File: config.mk
export PLATFORM = sky130hd
export DESIGN_NAME = spectrum_peak_and_band_energy_core
export DESIGN_NICKNAME = d
export VERILOG_FILES = /design/src/design/spbe_pkg.sv /design/src/design/spbe_ctrl.sv /design/src/design/spbe_dp.sv /design/src/design/spectrum_peak_and_band_energy_core.sv
export SDC_FILE = /design/constraint.sdc
export NUM_CORES = 1
export LEC_CHECK = 0
export ABC_AREA = 1
export BUFFER_PORTS_ARGS = -buffer_cell sky130_fd_sc_hd__buf_2
export CAP_MARGIN = 20
export CORE_MARGIN = 1
export CORE_UTILIZATION = 25
export DETAILED_ROUTE_END_ITERATION = 16
export SLEW_MARGIN = 5
export SYNTH_ARGS = -nofsm -noshare
export SYNTH_HDL_FRONTEND = slang
export SYNTH_HIERARCHICAL = 1
export SYNTH_SLANG_ARGS = --single-unit
File: constraint.sdc
create_clock -name clk -period 27.2 [get_ports clk]
set_input_delay 5.44 -clock clk [delete_from_list [all_inputs] [get_ports clk]]
set_output_delay 5.44 -clock clk [all_outputs]
set_load 0.02 [all_outputs]
File: src/design/spbe_pkg.sv
// ----------------------------------------------------------------------------
// spbe_pkg
// Shared types and constants for the spectrum peak and band energy core.
// ----------------------------------------------------------------------------
package spbe_pkg;

  localparam int IN_W       = 16;          // width of one complex component
  localparam int MAG_W      = 16;          // width of a bin magnitude
  localparam int SQ_W       = 32;          // width of re^2 + im^2
  localparam int ENERGY_W   = 31;          // width of a squared magnitude
  localparam int BAND_W     = 36;          // width of a band sum
  localparam int PEAK_W     = 6;           // width of the reported peak bin
  localparam int ROOT_STEPS = SQ_W / 2;    // one result bit per step
  localparam int STEP_W     = $clog2(ROOT_STEPS);
  localparam int REM_W      = MAG_W + 3;   // remainder after one step, with headroom
  localparam int BAND_COUNT = 3;

  localparam logic [MAG_W-1:0]  MAG_MAX  = MAG_W'(46340);
  localparam logic [BAND_W-1:0] BAND_MAX = '1;
  localparam logic [SQ_W-1:0]   SQ_MAX   = SQ_W'(64'h8000_0000);

  typedef enum logic [5:0] {
    S_IDLE   = 6'b000001,
    S_SQ_RE  = 6'b000010,
    S_SQ_IM  = 6'b000100,
    S_ROOT   = 6'b001000,
    S_SQ_MAG = 6'b010000,
    S_UPDATE = 6'b100000
  } state_t;

  // Commands from the controller to the datapath.
  typedef struct packed {
    logic load_in;    // capture the absolute values of a new bin
    logic sq_re;      // radicand = |re|^2
    logic sq_im;      // radicand += |im|^2, prepare the square root
    logic root_step;  // one step of the square root
    logic sq_mag;     // energy = magnitude^2
    logic update;     // fold the bin into the frame statistics
  } cmd_t;

  // Status from the datapath to the controller.
  typedef struct packed {
    logic root_last;   // the current square root step is the final one
    logic frame_last;  // the bin in work is the last of its frame
    logic out_full;    // the result register cannot take a new result
  } status_t;

endpackage

File: src/design/spbe_ctrl.sv
// ----------------------------------------------------------------------------
// spbe_ctrl
// Controller state machine: sequences squaring, square root and update.
// ----------------------------------------------------------------------------
module spbe_ctrl
  import spbe_pkg::*;
(
  input  logic    clk,
  input  logic    rst,
  input  logic    in_valid,
  output logic    in_ready,
  input  status_t status,
  output cmd_t    cmd
);

  state_t state;
  state_t state_next;

  always_ff @(posedge clk) begin
    if (rst) begin
      state <= S_IDLE;
    end else begin
      state <= state_next;
    end
  end

  always_comb begin
    state_next = state;
    cmd        = '0;
    in_ready   = 1'b0;
    unique case (state)
      S_IDLE: begin
        in_ready = 1'b1;
        if (in_valid) begin
          cmd.load_in = 1'b1;
          state_next  = S_SQ_RE;
        end
      end
      S_SQ_RE: begin
        cmd.sq_re  = 1'b1;
        state_next = S_SQ_IM;
      end
      S_SQ_IM: begin
        cmd.sq_im  = 1'b1;
        state_next = S_ROOT;
      end
      S_ROOT: begin
        cmd.root_step = 1'b1;
        if (status.root_last) begin
          state_next = S_SQ_MAG;
        end
      end
      S_SQ_MAG: begin
        cmd.sq_mag = 1'b1;
        state_next = S_UPDATE;
      end
      S_UPDATE: begin
        // A frame result waits here while the previous one is still unread.
        if (!(status.frame_last && status.out_full)) begin
          cmd.update = 1'b1;
          state_next = S_IDLE;
        end
      end
      default: begin
        state_next = S_IDLE;
      end
    endcase
  end

endmodule

File: src/design/spbe_dp.sv
// ----------------------------------------------------------------------------
// spbe_dp
// Datapath: shared multiplier, bit-serial square root, frame statistics and
// the result register.
// ----------------------------------------------------------------------------
module spbe_dp
  import spbe_pkg::*;
#(
  parameter int BINS = 64
)
(
  input  logic                     clk,
  input  logic                     rst,
  input  cmd_t                     cmd,
  output status_t                  status,
  input  logic signed [IN_W-1:0]   real_part,
  input  logic signed [IN_W-1:0]   imag_part,
  output logic                     out_valid,
  input  logic                     out_ready,
  output logic [PEAK_W-1:0]        peak_bin,
  output logic [MAG_W-1:0]         peak_magnitude,
  output logic [ENERGY_W-1:0]      dc_energy,
  output logic [BAND_W-1:0]        low_band_energy,
  output logic [BAND_W-1:0]        mid_band_energy,
  output logic [BAND_W-1:0]        high_band_energy
);

  localparam int BAND_LEN = (BINS - 1) / 3;
  localparam int CW       = $clog2(BINS);
  localparam int PW       = $clog2(BAND_LEN + 1);

  // Operands and multiplier.
  logic [IN_W-1:0]  re_abs;
  logic [IN_W-1:0]  im_abs;
  logic [MAG_W-1:0] mul_a;
  logic [SQ_W-1:0]  prod;

  // Square root.
  logic [SQ_W-1:0]   rad;
  logic [REM_W-1:0]  rem;
  logic [MAG_W-1:0]  root;
  logic [STEP_W-1:0] step;
  logic [REM_W-1:0]  rem_sh;
  logic [REM_W-1:0]  trial;

  // Frame statistics.
  logic [ENERGY_W-1:0] energy;
  logic [CW-1:0]       cnt;
  logic [1:0]          band;
  logic [PW-1:0]       pos;
  logic [MAG_W-1:0]    best_mag;
  logic [CW-1:0]       best_bin;
  logic [ENERGY_W-1:0] dc_sum;
  logic [BAND_W-1:0]   band_sums [BAND_COUNT];

  logic                is_dc;
  logic                take_peak;
  logic [BAND_W:0]     sum_ext;
  logic [BAND_W-1:0]   sat_sum;
  logic [MAG_W-1:0]    best_mag_next;
  logic [CW-1:0]       best_bin_next;
  logic [ENERGY_W-1:0] dc_next;
  logic [BAND_W-1:0]   band_next [BAND_COUNT];

  always_comb begin
    mul_a = root;
    if (cmd.sq_re) begin
      mul_a = re_abs;
    end else if (cmd.sq_im) begin
      mul_a = im_abs;
    end
  end

  assign prod = mul_a * mul_a;

  // One root digit per step: bring down two radicand bits, try 4*root+1.
  assign rem_sh = {rem[REM_W-3:0], rad[SQ_W-1 -: 2]};
  assign trial  = {1'b0, root, 2'b01};

  always_ff @(posedge clk) begin
    if (cmd.load_in) begin
      re_abs <= real_part[IN_W-1] ? IN_W'(-real_part) : IN_W'(real_part);
      im_abs <= imag_part[IN_W-1] ? IN_W'(-imag_part) : IN_W'(imag_part);
    end
    if (cmd.sq_re) begin
      rad <= prod;
    end else if (cmd.sq_im) begin
      rad  <= rad + prod;
      rem  <= '0;
      root <= '0;
      step <= STEP_W'(ROOT_STEPS - 1);
    end else if (cmd.root_step) begin
      rad  <= {rad[SQ_W-3:0], 2'b00};
      step <= step - 1'b1;
      if (rem_sh >= trial) begin
        rem  <= rem_sh - trial;
        root <= {root[MAG_W-2:0], 1'b1};
      end else begin
        rem  <= rem_sh;
        root <= {root[MAG_W-2:0], 1'b0};
      end
    end
    if (cmd.sq_mag) begin
      energy <= prod[ENERGY_W-1:0];
    end
  end

  assign status.root_last  = (step == '0);
  assign status.frame_last = (cnt == CW'(BINS - 1));
  assign status.out_full   = out_valid && !out_ready;

  // Next values of the statistics with the current bin folded in.
  assign is_dc     = (cnt == '0);
  assign take_peak = !is_dc && (root >= best_mag);
  assign sum_ext   = {1'b0, band_sums[band]} + (BAND_W + 1)'(energy);
  assign sat_sum   = sum_ext[BAND_W] ? BAND_MAX : sum_ext[BAND_W-1:0];

  assign best_mag_next = take_peak ? root : best_mag;
  assign best_bin_next = take_peak ? cnt : best_bin;
  assign dc_next       = is_dc ? energy : dc_sum;

  always_comb begin
    for (int i = 0; i < BAND_COUNT; i++) begin
      band_next[i] = (!is_dc && band == 2'(i)) ? sat_sum : band_sums[i];
    end
  end

  always_ff @(posedge clk) begin
    if (rst) begin
      cnt      <= '0;
      band     <= '0;
      pos      <= '0;
      best_mag <= '0;
      best_bin <= '0;
      dc_sum   <= '0;
      for (int i = 0; i < BAND_COUNT; i++) begin
        band_sums[i] <= '0;
      end
    end else if (cmd.update) begin
      if (status.frame_last) begin
        cnt      <= '0;
        band     <= '0;
        pos      <= '0;
        best_mag <= '0;
        best_bin <= '0;
        dc_sum   <= '0;
        for (int i = 0; i < BAND_COUNT; i++) begin
          band_sums[i] <= '0;
        end
      end else begin
        cnt      <= cnt + 1'b1;
        best_mag <= best_mag_next;
        best_bin <= best_bin_next;
        dc_sum   <= dc_next;
        for (int i = 0; i < BAND_COUNT; i++) begin
          band_sums[i] <= band_next[i];
        end
        if (!is_dc) begin
          if (pos == PW'(BAND_LEN - 1)) begin
            if (band != 2'd2) begin
              band <= band + 1'b1;
              pos  <= '0;
            end
          end else begin
            pos <= pos + 1'b1;
          end
        end
      end
    end
  end

  // Result register.
  always_ff @(posedge clk) begin
    if (rst) begin
      out_valid <= 1'b0;
    end else if (cmd.update && status.frame_last) begin
      out_valid <= 1'b1;
    end else if (out_ready) begin
      out_valid <= 1'b0;
    end
  end

  always_ff @(posedge clk) begin
    if (cmd.update && status.frame_last) begin
      peak_bin         <= PEAK_W'(best_bin_next);
      peak_magnitude   <= best_mag_next;
      dc_energy        <= dc_next;
      low_band_energy  <= band_next[0];
      mid_band_energy  <= band_next[1];
      high_band_energy <= band_next[2];
    end
  end

  assert property (@(posedge clk) disable iff (rst)
    cmd.sq_im |=> rad <= SQ_MAX)
    else $error("Sum of squares exceeds its bound.");

  assert property (@(posedge clk) disable iff (rst)
    cmd.sq_mag |-> root <= MAG_MAX)
    else $error("Square root result exceeds the largest magnitude.");

  assert property (@(posedge clk) disable iff (rst)
    (cmd.update && status.frame_last) |-> !(out_valid && !out_ready))
    else $error("A frame result would overwrite an unread result.");

  assert property (@(posedge clk) disable iff (rst)
    band != 2'd3)
    else $error("Band index out of range.");

endmodule

File: src/design/spectrum_peak_and_band_energy_core.sv
// ----------------------------------------------------------------------------
// spectrum_peak_and_band_energy_core
// Peak bin search and band energy sums over one frame of FFT bins.
// ----------------------------------------------------------------------------
// Usage: the input channel (in_valid/in_ready, real_part, imag_part) carries
// one complex FFT bin per transaction, bin 0 of a frame first and BINS bins
// per frame. The output channel (out_valid/out_ready and the six result
// ports) carries one transaction per frame, after its last bin: the peak
// bin over bins 1 to BINS-1 (the later bin wins a tie), its magnitude, the
// DC energy and three band energies of (BINS-1)/3 bins (high takes any rest).
// Each bin passes through these steps in order before the next input
// transaction is accepted: accept, re^2 and im^2 on the shared multiplier,
// the bit-serial square root (one result bit per cycle), squaring of the
// magnitude and the fold into the statistics. The frame result is loaded
// into the output register in the update step of its last bin.
// The result sits in an output register, so the next frame's bins are
// accepted while it waits; only the last bin of the following frame is held
// in its update step while an earlier result is still unread.
// Reset clears the bin position, the statistics and the output valid flag.
// ----------------------------------------------------------------------------
module spectrum_peak_and_band_energy_core
  import spbe_pkg::*;
#(
  parameter int BINS = 64
)
(
  input  logic                   clk,
  input  logic                   rst,
  input  logic                   in_valid,
  output logic                   in_ready,
  input  logic signed [IN_W-1:0] real_part,
  input  logic signed [IN_W-1:0] imag_part,
  output logic                   out_valid,
  input  logic                   out_ready,
  output logic [PEAK_W-1:0]      peak_bin,
  output logic [MAG_W-1:0]       peak_magnitude,
  output logic [ENERGY_W-1:0]    dc_energy,
  output logic [BAND_W-1:0]      low_band_energy,
  output logic [BAND_W-1:0]      mid_band_energy,
  output logic [BAND_W-1:0]      high_band_energy
);

  // Commands and status between the sequencer and the arithmetic.
  cmd_t    cmd;
  status_t status;

  // The controller decides when a bin is taken and steps the datapath
  // through squaring, the square root and the statistics update.
  spbe_ctrl u_ctrl (
    .clk      (clk),
    .rst      (rst),
    .in_valid (in_valid),
    .in_ready (in_ready),
    .status   (status),
    .cmd      (cmd)
  );

  // The datapath holds the shared multiplier, the square root, the frame
  // statistics and the result register.
  spbe_dp #(
    .BINS (BINS)
  ) u_dp (
    .clk              (clk),
    .rst              (rst),
    .cmd              (cmd),
    .status           (status),
    .real_part        (real_part),
    .imag_part        (imag_part),
    .out_valid        (out_valid),
    .out_ready        (out_ready),
    .peak_bin         (peak_bin),
    .peak_magnitude   (peak_magnitude),
    .dc_energy        (dc_energy),
    .low_band_energy  (low_band_energy),
    .mid_band_energy  (mid_band_energy),
    .high_band_energy (high_band_energy)
  );

endmodule
==> results.md <==
* Status: finished, final reports clean
* Setup repair bufs after CTS at 0
* Area contributors post-synth: edfxtp_1, nand2_1, fa_1
* CP Launch Type: flop
* Detail Route Antenna Nets at 0
* Post-synthesis cell type count at 50
* Final min period at about 11 ns
* Syn nets at 4281
* Core area at approximately 130000 um^2
* Clock Latency Late Sink at 0.61 ns
* Post-Synthesis Cells at 3879
* CP top delay family: adder cells
* TNS Setup at 0 ns
* Detailed-route via count at 26910
* Fmax at between 90 and 100 MHz
* I/O Buffers at around 200
* CTS tree: done
* Initial antenna violation count at 9
* Slowest cell delay on critical path at slightly above 0.9 ns
* Crit. End Element: flop
* Final Skew at 0.02408 ns
* First-pass GRT wire length at 151900 um
* Vias in the first global route at roughly 26000
* Final core utilization at approximately 29%
* Detailed-route DRC error count at 0
* IR drop worst, VDD at ~180 uV
* Top-area cell type share of the netlist area at a little over a third
* Initial DRC Count at 2069
* Commonest non-fill, non-tap cells in the layout: nand2_1, inv_1, edfxtp_1, nor2_1, a21oi_1
* Share of layout cells above drive strength 1 at between 8 and 9%
* Area Growth Syn to Fin at 14.08%
* RSZ-0062 raised after global routing: no
* Worst EP arrival at about 11 ns
* Area leader, netlist: edfxtp_1
* Full die area at around 130000 um^2
* Hold Buf Count CTS at 0
* CP bufs+invs at 11
* Synthesized area at ~33000 um^2
* Dpl hpwl at roughly 75000 um
* Kind of critical path: flop to flop
* Post-synth EDFFs at 400
* Hold Crit Class: flop to flop
* Synth Register Bits at between 400 and 500
* Clk Tree Root Cell: clkbuf_16
* Period utilization at 39.77%
* Max clock buf depth at 3
* CTS clock-pin slew for the worst setup and hold paths at ~0.060 ns
* Synthesis Warnings at 6
* Largest net degree at the start of global routing at between 100 and 150
* Most common cell after layout, fill and taps aside: nand2_1
* Worst-Margin Slew at approximately 1.2 ns
* Crit Path Max Fanout at 63
* Starting density of the core at between 20% and 30%
* MaxCap Viol Count at 0
* Final Hold Viols at 0
* Die height at around 360 um
* Final Setup Violations at 0
* Placer Congestion at 0.9560
* Final WL at just under 100000 um
* Leakage at between 15 and 20 nW
* I/O pin cnt at about 200
* Overflow after GRT at 0
* Crit path required time at between 20 and 30 ns
* H-tree depth at 2
* Slew Viols, Final at 0
* Relative slew slack at 19.86%
* Total power at ~4.3 mW
* Sequential share of the synthesized area at between 40 and 50%
* Post-synth ARST share at 0%
* CTS buffer count at 50
* Main synth FF type: edfxtp_1
* Syn_area_per_cell at ~8.5 um^2
* Routed len/inst at about 17 um
* Hold_ws at about 0.48 ns
* Global Route Usage Sum at 14.58%
* First-pass iteration count of the detailed router at 8
* Final #Nets at around 4400
* Post-CTS sizing at 0
* CTS sink cnt at between 400 and 500
* Die W at approximately 360 um
* PD cells at roughly 110 nW/um^2
* Rows at between 100 and 150
* Top cell by count, worst path: nand2_1
* Via-to-Cell Ratio at approximately 4.6
* CP max stage cell: a221oi_1
[cells by family (layout without fill, tap and decap cells)]
family | Yosys count | count (layout) | share of synthesized area, %
simple gates | 1641 | 1641 | 20.15
buf+inv | 694 | 890 | 8.061
fa+ha+maj | 366 | 366 | 17.63
compound gates | 602 | 602 | 10.31
xor+xnor | 101 | 101 | 2.695
other cells | 0 | 7 | 0
flops | 475 | 475 | 41.16
[tightest hold or removal path: cells and delay by family (launching register included)]
kind	cells	cell delay [ns]
flops	1	0.31
simple gates	2	0.12
[report_power, final]
group          switching (mW)  internal (mW)  total, mW  leakage [nW]
Combinational            1.81          0.890       2.70          11.8
Clock                   0.299          0.394      0.693         0.808
Sequential            0.00629          0.849      0.855          4.36
[routing by layer]
metal / track usage (%) / wire length, um
met1: 19.41 / 43800
met2: 25.06 / 46660
met3: 1.809 / 5279
met4: 3.295 / 1962
met5: 0 / 13
[stage by stage]
step	area, um^2	instances	setup WS [ns]
detailed placement	35750	5724	16.44
CTS	37410	5816	16.43
global route	37440	5820	15.64
global placement	35750	5724	16.44
floorplan	32830	3879	13.65
finish	37450	5824	16.38
[cell usage after synthesis (all sizes together), types with 14 or more instances]
cell type  count
o21ai        185
o21bai        14
edfxtp       400
nor2         318
inv          571
ha           205
dfxtp         75
xnor2         29
nand2       1057
nor3          36
nand3        159
xor2          72
a32o          30
buf           45
clkbuf        75
or2           20
fa           161
a21oi        305
nand4         28
a21o          20
[layout make-up]
cell class                      instances  area [um^2]
Fill cell                           13840        92360
Clock buffer                           68         1453
Antenna cell                            7        17.52
Tap cell                             1742         2180
Sequential cell                       475        13510
Clock inverter                         24        198.9
Inverter                              574         2155
Multi-Input combinational cell       2710        16720
Timing Repair Buffer                  224         1219
[state kept, by name, summed over array words and instances (netlist names), named ones only]
| name | cells |
|---|---|
| u_dp/mid_band_energy | 36 |
| u_dp/peak_magnitude | 16 |
| u_dp/high_band_energy | 36 |
| u_dp/band | 2 |
| u_dp/rad | 32 |
| u_dp/out_valid | 1 |
| u_dp/rem | 17 |
| u_dp/best_mag | 16 |
| u_dp/dc_sum | 31 |
| u_dp/dc_energy | 31 |
| u_dp/root | 16 |
| u_dp/step | 4 |
| u_dp/im_abs | 16 |
| u_dp/low_band_energy | 36 |
| u_dp/best_bin | 6 |
| u_dp/cnt | 6 |
| u_ctrl/state | 6 |
| u_dp/re_abs | 16 |
| u_dp/pos | 5 |
| u_dp/peak_bin | 6 |
| u_dp/energy | 30 |
| u_dp/band_sums | 108 |
[final timing paths]
kind / startpoint / to / slack [ns] / cells past startpoint
worst min register to register: u_dp/best_bin[2] / u_dp/best_bin[2] / 0.48 / 2
worst min-delay path: u_dp/best_bin[2] / u_dp/best_bin[2] / 0.48 / 2
worst max register to register: u_ctrl/state[3] / u_dp/rad[31] / 16.38 / 41
worst max-delay path: u_ctrl/state[3] / u_dp/rad[31] / 16.38 / 41
Note: power is estimated with default switching activity, not from simulation.
